--- src/hw/rtl/ralu_pkg.sv ---
// Package for the rational ALU: operation codes, payload structs, widths, back-end states.
// No dependencies.
package ralu_pkg;

  localparam int unsigned OperandWidth = 16;
  localparam int unsigned ResNumWidth  = 33;
  localparam int unsigned ResDenWidth  = 32;
  localparam int unsigned OpWidth      = 3;
  localparam int unsigned QueueDepth   = 2;

  typedef enum logic [OpWidth-1:0] {
    OpAdd = 3'd0,
    OpSub = 3'd1,
    OpMul = 3'd2,
    OpDiv = 3'd3,
    OpEq  = 3'd4,
    OpNe  = 3'd5,
    OpRsv6 = 3'd6,
    OpRsv7 = 3'd7
  } op_e;

  typedef struct packed {
    logic [OpWidth-1:0]             op;
    logic signed [OperandWidth-1:0] a_num;
    logic signed [OperandWidth-1:0] a_den;
    logic signed [OperandWidth-1:0] b_num;
    logic signed [OperandWidth-1:0] b_den;
  } in_item_t;

  typedef struct packed {
    logic signed [ResNumWidth-1:0] res_num;
    logic [ResDenWidth-1:0]        res_den;
    logic                          compare_true;
    logic                          error;
  } out_item_t;

  typedef enum logic [2:0] {
    BkIdle, BkMul, BkSum, BkGcd, BkDivN, BkDivD, BkOut
  } bk_state_e;

endpackage

--- src/hw/rtl/ralu_front.sv ---
// Front end: accepts items and queues them for the back end.
// Depends on ralu_pkg.
module ralu_front import ralu_pkg::*; #(
  parameter int unsigned Depth = QueueDepth
) (
  input  logic     clk_i,
  input  logic     rst_ni,
  input  in_item_t in_item_i,
  input  logic     push,
  output logic     full,
  output in_item_t q_item_o,
  output logic     q_valid_o,
  input  logic     q_take_i
);
  localparam int unsigned PtrW = (Depth > 1) ? $clog2(Depth) : 1;

  in_item_t            mem_q [Depth];
  logic [PtrW-1:0]     wr_q, rd_q;
  logic [PtrW:0]       cnt_q;
  logic                do_push, do_pop;

  assign full      = (cnt_q == (PtrW+1)'(Depth));
  assign q_valid_o = (cnt_q != '0);
  assign do_push   = push && !full;
  assign do_pop    = q_take_i && q_valid_o;
  assign q_item_o  = mem_q[rd_q];

  always_ff @(posedge clk_i) begin
    if (do_push) mem_q[wr_q] <= in_item_i;
  end

  always_ff @(posedge clk_i or negedge rst_ni) begin
    if (!rst_ni) begin
      wr_q <= '0; rd_q <= '0; cnt_q <= '0;
    end else begin
      if (do_push) wr_q <= (wr_q == PtrW'(Depth-1)) ? '0 : wr_q + 1'b1;
      if (do_pop)  rd_q <= (rd_q == PtrW'(Depth-1)) ? '0 : rd_q + 1'b1;
      cnt_q <= cnt_q + (PtrW+1)'(do_push) - (PtrW+1)'(do_pop);
    end
  end
endmodule

--- src/hw/rtl/ralu_divu.sv ---
// Radix-2 restoring divider, one quotient bit per cycle.
// Depends on ralu_pkg.
module ralu_divu import ralu_pkg::*; #(
  parameter int unsigned W = 64
) (
  input  logic         clk_i,
  input  logic         rst_ni,
  input  logic         start_i,
  input  logic [W-1:0] dividend_i,
  input  logic [W-1:0] divisor_i,
  output logic         done_o,
  output logic [W-1:0] quot_o,
  output logic [W-1:0] rem_o
);
  localparam int unsigned CntW = $clog2(W+1);
  logic [W-1:0]    q_q, r_q, d_q;
  logic [CntW-1:0] cnt_q;
  logic            busy_q;
  logic [W:0]      trial;

  assign trial  = {r_q, q_q[W-1]} - {1'b0, d_q};
  assign done_o = busy_q && (cnt_q == '0);
  assign quot_o = q_q;
  assign rem_o  = r_q;

  always_ff @(posedge clk_i or negedge rst_ni) begin
    if (!rst_ni) begin
      busy_q <= 1'b0; cnt_q <= '0;
    end else if (start_i) begin
      busy_q <= 1'b1; cnt_q <= CntW'(W);
    end else if (done_o) begin
      busy_q <= 1'b0;
    end else if (busy_q) begin
      cnt_q <= cnt_q - 1'b1;
    end
  end

  always_ff @(posedge clk_i) begin
    if (start_i) begin
      q_q <= dividend_i; r_q <= '0; d_q <= divisor_i;
    end else if (busy_q && cnt_q != '0) begin
      if (!trial[W]) begin
        r_q <= trial[W-1:0];
        q_q <= {q_q[W-2:0], 1'b1};
      end else begin
        r_q <= {r_q[W-2:0], q_q[W-1]};
        q_q <= {q_q[W-2:0], 1'b0};
      end
    end
  end
endmodule

--- src/hw/rtl/ralu_back.sv ---
// Back end: cross-multiply, Euclid GCD and reduction on a shared divider.
// Depends on ralu_pkg and ralu_divu.
module ralu_back import ralu_pkg::*; (
  input  logic      clk_i,
  input  logic      rst_ni,
  input  in_item_t  q_item_i,
  input  logic      q_valid_i,
  output logic      q_take_o,
  output out_item_t res_o,
  output logic      empty,
  input  logic      pop
);
  localparam int unsigned OpW = OperandWidth;
  localparam int unsigned PW = 2*OpW;
  localparam int unsigned SW = PW+1;
  localparam int unsigned MW = SW;

  bk_state_e state_q, state_d;
  in_item_t  it_q;
  logic signed [PW-1:0] p0_q, p1_q, pd_q;
  logic [MW-1:0] nmag_q, dmag_q, gx_q, gy_q, rn_q;
  logic neg_q;
  out_item_t acc_q;
  out_item_t res_q;
  logic      full_q;
  // tracks whether a division of this state is in flight
  logic      u_busy_q;

  logic          dv_start, dv_done;
  logic [MW-1:0] dv_a, dv_b, dv_quot, dv_rem;
  logic signed [OpW-1:0] m0a, m0b, m1a, m1b, mda, mdb;
  logic signed [SW-1:0] sum;
  logic signed [SW-1:0] den_ext;

  ralu_divu #(.W(MW)) u_div (
    .clk_i, .rst_ni, .start_i(dv_start), .dividend_i(dv_a), .divisor_i(dv_b),
    .done_o(dv_done), .quot_o(dv_quot), .rem_o(dv_rem)
  );

  always_comb begin
    m0a = it_q.a_num; m0b = it_q.b_den;
    m1a = it_q.b_num; m1b = it_q.a_den;
    mda = it_q.a_den; mdb = it_q.b_den;
    unique case (op_e'(it_q.op))
      OpMul: m0b = it_q.b_num;
      OpDiv: mdb = it_q.b_num;
      default: ;
    endcase
  end

  assign den_ext = SW'(pd_q);
  always_comb begin
    unique case (op_e'(it_q.op))
      OpAdd:   sum = SW'(p0_q) + SW'(p1_q);
      OpSub:   sum = SW'(p0_q) - SW'(p1_q);
      default: sum = SW'(p0_q);
    endcase
  end

  assign q_take_o = (state_q == BkIdle) && q_valid_i;
  assign empty    = !full_q;
  assign res_o    = res_q;

  always_comb begin
    state_d = state_q;
    unique case (state_q)
      BkIdle: if (q_valid_i) state_d = BkMul;
      BkMul:  state_d = (it_q.op inside {OpEq, OpNe, OpRsv6, OpRsv7}) ? BkOut : BkSum;
      BkSum:  state_d = (pd_q == '0 || sum == '0) ? BkOut : BkGcd;
      BkGcd:  if (gy_q == '0) state_d = BkDivN;
      BkDivN: if (dv_done) state_d = BkDivD;
      BkDivD: if (dv_done) state_d = BkOut;
      BkOut:  if (!full_q) state_d = BkIdle;
      default: state_d = BkIdle;
    endcase
  end

  always_comb begin
    dv_start = 1'b0; dv_a = gx_q; dv_b = gy_q;
    unique case (state_q)
      BkGcd: dv_start = (gy_q != '0) && !u_busy_q;
      BkDivN: begin dv_a = nmag_q; dv_b = gx_q; dv_start = !u_busy_q; end
      BkDivD: begin dv_a = dmag_q; dv_b = gx_q; dv_start = !u_busy_q; end
      default: ;
    endcase
  end

  always_ff @(posedge clk_i or negedge rst_ni) begin
    if (!rst_ni) begin
      state_q <= BkIdle; u_busy_q <= 1'b0; full_q <= 1'b0;
    end else begin
      state_q <= state_d;
      if (dv_done) u_busy_q <= 1'b0;
      else if (dv_start) u_busy_q <= 1'b1;
      if (state_q == BkOut && !full_q) full_q <= 1'b1;
      else if (pop && full_q) full_q <= 1'b0;
    end
  end

  // finished result moves to the output register once it is free
  always_ff @(posedge clk_i) begin
    if (state_q == BkOut && !full_q) res_q <= acc_q;
  end

  always_ff @(posedge clk_i) begin
    unique case (state_q)
      BkIdle: begin
        if (q_valid_i) it_q <= q_item_i;
        acc_q <= '0;
      end
      BkMul: begin
        p0_q <= PW'(m0a * m0b);
        p1_q <= PW'(m1a * m1b);
        pd_q <= PW'(mda * mdb);
        if (op_e'(it_q.op) == OpEq)
          acc_q.compare_true <= (it_q.a_num == it_q.b_num) && (it_q.a_den == it_q.b_den);
        if (op_e'(it_q.op) == OpNe)
          acc_q.compare_true <= (it_q.a_num != it_q.b_num) || (it_q.a_den != it_q.b_den);
      end
      BkSum: begin
        neg_q  <= sum[SW-1] ^ den_ext[SW-1];
        nmag_q <= sum[SW-1] ? MW'(-sum) : MW'(sum);
        dmag_q <= den_ext[SW-1] ? MW'(-den_ext) : MW'(den_ext);
        gx_q   <= sum[SW-1] ? MW'(-sum) : MW'(sum);
        gy_q   <= den_ext[SW-1] ? MW'(-den_ext) : MW'(den_ext);
        if (pd_q == '0) acc_q.error <= 1'b1;
        else if (sum == '0) acc_q.res_den <= ResDenWidth'(1);
      end
      BkGcd: if (dv_done) begin gx_q <= gy_q; gy_q <= dv_rem; end
      BkDivN: if (dv_done) rn_q <= neg_q ? MW'(-dv_quot) : dv_quot;
      BkDivD: if (dv_done) begin
        acc_q.res_num <= ResNumWidth'(signed'(rn_q));
        acc_q.res_den <= ResDenWidth'(dv_quot);
      end
      default: ;
    endcase
  end
endmodule

--- src/hw/rtl/rational_alu_with_reduction.sv ---
// Top level of the rational ALU; instantiates ralu_front and ralu_back.
// Depends on ralu_pkg, ralu_front and ralu_back.
//
// Signed fraction ALU with queue handshakes on both sides. Compares and unused op
// codes skip the sum; zero results and zero denominators skip the reduction;
// other results are reduced by Euclid steps followed by two divisions. All
// divisions run on one radix-2 divider of 2W+1 bits, where W is the operand
// width (16). A two-entry queue lets new items be taken while one is
// reduced, and a finished result waits in its own register.
module rational_alu_with_reduction import ralu_pkg::*; #(
  parameter int unsigned QUEUE_DEPTH = QueueDepth
) (
  input  logic      clk_i,
  input  logic      rst_ni,
  input  in_item_t  in_item_i,
  input  logic      push,
  output logic      full,
  output out_item_t out_item_o,
  output logic      empty,
  input  logic      pop
);
  in_item_t q_item;
  logic     q_valid, q_take;

  ralu_front #(.Depth(QUEUE_DEPTH)) u_front (
    .clk_i, .rst_ni, .in_item_i, .push, .full,
    .q_item_o(q_item), .q_valid_o(q_valid), .q_take_i(q_take)
  );

  ralu_back u_back (
    .clk_i, .rst_ni, .q_item_i(q_item), .q_valid_i(q_valid), .q_take_o(q_take),
    .res_o(out_item_o), .empty, .pop
  );
endmodule

--- config.mk ---
export PLATFORM = sky130hd
export DESIGN_NAME = rational_alu_with_reduction
export DESIGN_NICKNAME = d
export VERILOG_FILES = /design/src/hw/rtl/ralu_pkg.sv /design/src/hw/rtl/ralu_front.sv /design/src/hw/rtl/ralu_divu.sv /design/src/hw/rtl/ralu_back.sv /design/src/hw/rtl/rational_alu_with_reduction.sv
export SDC_FILE = /design/constraint.sdc
export NUM_CORES = 2
export LEC_CHECK = 0
export BUFFER_PORTS_ARGS = -buffer_cell sky130_fd_sc_hd__buf_2
export CAP_MARGIN = 10
export CORE_MARGIN = 3
export CORE_UTILIZATION = 65
export DETAILED_ROUTE_END_ITERATION = 12
export PLACE_DENSITY = 0.9
export SLEW_MARGIN = 30
export SYNTH_ARGS = -nofsm -noshare
export SYNTH_HDL_FRONTEND = slang
export SYNTH_SLANG_ARGS = --single-unit
--- constraint.sdc ---
create_clock -name clk_i -period 21.4 [get_ports clk_i]
set_input_delay 2.14 -clock clk_i [delete_from_list [all_inputs] [get_ports clk_i]]
set_output_delay 2.14 -clock clk_i [all_outputs]
set_load 0.01 [all_outputs]
Word level (Yosys, flattened, before mapping)
Memory sizes are Yosys's and may differ from the RTL's. A register that Yosys moved wholly into a read port is not among the register bits.
Cells that the tools add are included.
{"block": "totals", "reg_bits": 511, "ramBits": 134, "out_inout_bits": 69, "n_memories": 1}
{"block": "classes", "n_addsub": 11, "multipliers": 3, "n_eq_ne": 29, "mux": 48, "n_bitwise": 1, "n_reduce_logical": 43}
{"memory": "u_front.mem_q", "depth": 2, "word_bits": 67, "rd": 1, "rd_clocked_by_memory_dff": 1, "write_ports": 1, "line_no": "ralu_front.sv:17", "source": "in_item_t mem_q [Depth];"}
{"op": "case mux 33 bit (2 select lines)", "n": 5}
{"op": "2-to-1 mux 33 bit", "n": 9}
{"op": "multiplier 16 x 16 -> 32 bit", "n": 3}
{"op": "case mux 32 bit (3 select lines)", "n": 1}
{"op": "zero test 33 bit", "n": 2}
{"op": "negator 33 bit", "n": 2}
{"op": "2-to-1 mux 65 bit", "n": 1}
{"op": "2-to-1 mux 32 bit", "n": 2}
{"op": "subtractor 34 x 33 -> 34 bit", "n": 1}
{"op": "adder 32 x 32 -> 33 bit", "n": 1}
{"op": "negator 32 -> 33 bit", "n": 1}
{"op": "nonzero test 33 bit", "n": 1}
{"op": "subtractor 32 x 32 -> 33 bit", "n": 1}
{"op": "== test 16 bit", "n": 2}
{"op": "zero test 32 bit", "n": 1}
{"op": "2-to-1 mux 16 bit", "n": 2}
{"op": "inequality test 16 bit", "n": 2}
{"op": "== test 3 bit (second input constant)", "n": 7}
{"op": "2-to-1 mux 3 bit", "n": 7}
{"op": "case mux 3 bit (7 select lines)", "n": 1}
{"op": "2-to-1 mux 6 bit", "n": 3}
{"op": "nonzero test 2 bit", "n": 9}
{"op": "inequality test 2 x 1 -> 1 bit (second input constant)", "n": 8}
{"op": "2-to-1 mux 1 bit", "n": 14}
{"op": "23 further kinds", "n": 49}

Depth between registers and ports, before layout
{"block": "depth", "ltp_word": 6, "depth_mapped": 29, "ltp_nobuf": 27}

By module
From an unflattened synthesis, not the netlist that was laid out.
{"block": "unflattened", "hier_cells": 5795, "area_unflattened_um2": 63073.0}
{"mod": "ralu_back", "n_inst": 1, "cells_per_inst": 5005, "area_per_inst_um2": 51951.1, "seq_area_each_um2": 14028.5}
{"mod": "ralu_divu", "n_inst": 1, "cells_per_inst": 563, "area_per_inst_um2": 5995.8, "seq_area_each_um2": 2817.7}
{"mod": "ralu_front", "n_inst": 1, "cells_per_inst": 227, "area_per_inst_um2": 5126.2, "seq_area_each_um2": 4124.0}

Worst setup path before layout
OpenSTA, ideal clock, no wires.
{"block": "synth_timing", "kind": "register to register", "start": "register u_back.state_q[0]", "end": "register u_front.cnt_q[1]", "setup_time_ns": 0.080, "arrival_time_ns": 8.944, "t_required_ns": 21.320, "slack_ns": 12.376, "path_stages_with_launch": 9, "synth_period_minus_slack_ns": 9.024, "cell_sequence": "dfrtp_1 -> clkbuf_1 -> buf_1 -> nor4_1 -> ha_1 -> inv_1 -> ha_1 -> xnor2_1 -> xnor2_1"}
{"block": "synth_between", "elab_chain_len": 4}
{"item": "start, declared", "line_no": "ralu_back.sv:18", "source": "bk_state_e state_q, state_d;"}
{"item": "start signal, assigned", "line_no": "ralu_back.sv:92", "source": "state_q <= state_d;"}
{"item": "zero test 3 bit", "line_no": "ralu_back.sv:60", "source": "assign q_take_o = (state_q == BkIdle) && q_valid_i;"}
{"item": "logical AND 1 bit", "line_no": "ralu_back.sv:60"}
{"item": "named net q_take", "line_no": "rational_alu_with_reduction.sv:23", "source": "logic q_valid, q_take;"}
{"item": "logical AND 1 bit", "line_no": "ralu_front.sv:25", "source": "assign do_pop = q_take_i && q_valid_o;"}
{"item": "subtractor 2 x 1 -> 2 bit", "line_no": "ralu_front.sv:38", "source": "cnt_q <= cnt_q + (PtrW+1)'(do_push) - (PtrW+1)'(do_pop);"}
{"item": "end signal, assigned", "line_no": "ralu_front.sv:38"}
{"item": "end, declared", "line_no": "ralu_front.sv:19", "source": "logic [PtrW:0] cnt_q;"}
The timed path passes the listed nets, and every way through them passes these cells.
A chain may end at the register's enable or synchronous reset.

Worst setup path after layout
{"block": "layout_timing", "start": "register u_back.it_q[66] (netlist bit)", "end": "register u_back.p0_q[28], data pin"}
{"block": "layout_between", "elab_chain_len": 3}
{"item": "start, declared", "line_no": "ralu_back.sv:19", "source": "in_item_t it_q;"}
{"item": "start signal, assigned", "line_no": "ralu_back.sv:108", "source": "if (q_valid_i) it_q <= q_item_i;"}
{"item": "== test 3 x 2 -> 1 bit", "line_no": "ralu_back.sv:44", "source": "unique case (op_e'(it_q.op))"}
{"item": "2-to-1 mux 16 bit", "line_no": "ralu_back.sv:44"}
{"item": "multiplier 16 x 16 -> 32 bit", "line_no": "ralu_back.sv:112", "source": "p0_q <= PW'(m0a * m0b);"}
{"item": "end signal, assigned", "line_no": "ralu_back.sv:112"}
{"item": "end, declared", "line_no": "ralu_back.sv:20", "source": "logic signed [PW-1:0] p0_q, p1_q, pd_q;"}
Every way passes these cells.

==> summary.md <==
| Metric | Value |
|---|---|
| Clk Latency, worst-skew pair | `0.65 ns` |
| Routed vias | `44500` |
| Setup crit start kind | `flop` |
| Wire length per cell | `21.7 microns` |
| Die area | `0.100 sq mm` |
| Synthesized instance count | `5921` |
| CP Buf/Inv Count | `6` |
| R2R depth | `27` |
| CP max stage delay | `0.54 ns` |
| Slew margin rel. | `0.296` |
| DRT antenna net count | `0` |
| Critical Path Sink | `u_back.p0_q[28]` |
| Yosys warns | `0` |
| Critical Path Source | `u_back.it_q[66]` |
| Clock transition at path regs | `0.06 ns` |
| Vias per cell | `6.12` |
| Total CTS buffers | `72` |
| Post-layout min period | `just over 8 ns` |
| Setup TNS | `0 ns` |
| Max stage delay cell, worst path | `a311oi_1` |
| Width of the die | `about 320 microns` |
| CTS Hold Buffers Added | `0` |
| Vias in the first global route | `47200` |
| # DRC | `0` |
| Reg-to-reg endpoint | `u_back.p0_q[28]` |
| Syn Nets | `7098` |
| Most common cell after layout, fill and taps aside | `inv_1` |
| Synth top area share | `0.317` |
| Ports | `140` |
| Setup CP Type | `flop to flop` |
| Slew Limit Fails | `0` |
| Most Frequent Cell on Critical Path | `fa_1` |
| Initial antenna violation count | `3` |
| Worst hold-check path type | `flop to flop` |
| Fin util | `0.705` |
| Max cap viols | `0` |
| Synth area leaders | `edfxtp_1 (32%), fa_1 (25%), ha_1 (6.3%)` |
| Layout cells sized above 1 | `0.0839` |
| Number of synthesized flops with an enable pin | `663` |
| Synthesized flop and latch total | `712` |
| Worst-margin pin slew | `1.06 ns` |
| Total gr overflow | `0` |
| First-pass GRT wire length | `250000 microns` |
| Ys async rst share | `0.0225` |
| Register area share after synthesis | `0.334` |
| Setup Skew | `0.0349 ns` |
| Commonest non-fill, non-tap cells in the layout | `inv_1 (971), fa_1 (788), edfxtp_1 (663)` |
| Rows | `113` |
| RSZ-0062 raised after global routing | `no` |
| Worst path depth | `27` |
| Syn Area/Cell | `10.6 sq um` |
| Crit path DAT | `between 8 and 9 ns` |
| Primary FF master, synth | `edfxtp_1` |
| TritonCTS clock tree | `built` |
| Post-synthesis cell type count | `88` |
| Postcts setup bufs | `0` |
| Pin count of the biggest net entering global routing | `96` |
| Outcome | `finished clean` |
| CTS Buffer Depth | `3` |
| Nets@finish | `7131` |
| Clk Tree Root Cell | `clkbuf_16` |
| Crit end category | `flop` |
| PortBufs | `139` |
| Largest area contributor in the netlist | `edfxtp_1` |
| Reg2reg setup slack | `13.16 ns` |
| GRT Overall Usage | `0.320` |
| Delay-heaviest family, CP | `adder cells` |
| DRT iter0 DRCs | `4318` |
| Mapped cell area | `roughly 0.063 sq mm` |
| CTS-repair resized insts | `0` |
| Setup-failing EPs final | `0` |
| CP required | `21.77 ns` |
| Max FO, Critical Path | `16` |
| Final HPWL DP | `116000 microns` |
| # clock sinks | `712` |
| Die Y | `~320 microns` |
| Drt pass-1 iters | `6` |
| Fin crit share | `0.385` |
| Critical R2R Launch | `u_back.it_q[66]` |
| H-tree depth | `3` |
| Layout area overhead | `7.08%` |
| Final hold violations | `0` |
| Core area | `0.0954 sq mm` |
| Initial core utilization | `0.658` |
| Placer Congestion | `0.959` |
| Fmax | `about 120 MHz` |
| DRT Wirelength | `158000 microns` |
==> synthesized netlist by cell type, types with 6 or more instances <==
library cell    n
buf_1          14
nor3_1         63
o21ai_0       134
xor2_1         95
a21o_1         57
or4_1          15
o21a_1         28
nor3b_1         7
fa_1          788
and4_1          6
nand3_1        67
nand2_1       617
a21oi_1       198
a211oi_1       17
or3_1          23
o211ai_1       21
nand4_1        36
and2_1        247
o2111ai_1       6
nor2_1        296
o31a_1         10
dfxtp_1        33
a2111oi_0       8
nor2b_1       143
mux2i_1        70
o311ai_0        9
o41ai_1        14
inv_1         971
and3_1         84
or2_2          20
buf_2           8
o21bai_1       20
o21ai_1         9
nor4_1         34
edfxtp_1      663
a31oi_1        20
ha_1          318
nand2b_1       48
clkbuf_1      235
a211o_1         7
dfrtp_1        16
o31ai_1        21
xnor2_1       214
mux2_2        122
==> kinds of logic after synthesis <==
family,count (synthesis),synth area share
buf+inv,1229,0.0736
simple gates,1724,0.135
flops,712,0.334
compound gates,647,0.0667
mux,192,0.0330
other cells,1,0.0000597
xor+xnor,310,0.0434
fa+ha+maj,1106,0.315
==> flip-flops by register name, summed over array words and instances, names as in the netlist, 2 cells and up <==
signal / flops
u_back.acc_q: 67
u_back.dmag_q: 33
u_back.gx_q: 33
u_back.gy_q: 33
u_back.it_q: 19
u_back.m0a: 16
u_back.m1a: 16
u_back.m1b: 16
u_back.nmag_q: 33
u_back.p0_q: 32
u_back.p1_q: 32
u_back.pd_q: 32
u_back.res_o: 67
u_back.rn_q: 33
u_back.state_q: 3
u_back.u_div.cnt_q: 6
u_back.u_div.d_q: 33
u_back.u_div.quot_o: 33
u_back.u_div.rem_o: 33
u_front.cnt_q: 2
u_front.mem_q: 134
==> worst reg2reg max path: cells and delay by family (launching register included) <==
kind / cells / cell delay, ns
adder cells (fa/ha/maj): 7 / 3.35
AO/OA/AOI/OAI: 7 / 2.03
AND/OR/NAND/NOR: 5 / 0.94
buffers and inverters: 6 / 0.80
flip-flops: 1 / 0.52
multiplexers: 1 / 0.27
XOR/XNOR: 1 / 0.09
==> metal layers <==
metal  up-vias  routed length [microns]  GRT usage
li1      19300                        -          -
met1     21800                    56100      0.394
met2      2688                    75200      0.526
met3       663                    16700     0.0787
met4         4                     9650      0.171
met5         -                       20          0
==> layout make-up <==
class / instances / area, sq um
Clock inverter: 39 / 419
Antenna cell: 1 / 2.50
Multi-Input combinational cell: 3980 / 37300
Sequential cell: 712 / 21000
Timing Repair Buffer: 216 / 1380
Tap cell: 1265 / 1580
Clock buffer: 88 / 1900
Inverter: 972 / 3650
Fill cell: 6119 / 28200
==> worst min-delay path by stage <==
stage,from,to,slack [ns],cells after the start
after CTS,u_back.acc_q[43],u_back.res_o[43],0.42,0
after floorplan,u_back.acc_q[0],u_back.res_o[0],0.40,0
after detailed placement,u_back.acc_q[8],u_back.res_o[8],0.40,0
final,u_back.acc_q[43],u_back.res_o[43],0.42,0
after global placement,u_back.acc_q[59],u_back.res_o[59],0.40,0
after global routing,u_back.acc_q[1],u_back.res_o[1],0.43,0
==> stage by stage <==
stage | hold WS, ns | cell area, sq um | worst slack, ns | std cells
global route | 0.428 | 67200 | 12.79 | 7272
detailed placement | 0.405 | 64800 | 13.27 | 7137
floorplan | 0.400 | 62800 | 12.38 | 5921
finish | 0.420 | 67200 | 13.16 | 7273
global placement | 0.402 | 64700 | 13.45 | 7136
CTS | 0.420 | 67100 | 13.26 | 7264
Power is left out: the tool's default activity adds up to more than one toggle a clock period on the data nets, which glitch-free logic cannot reach.
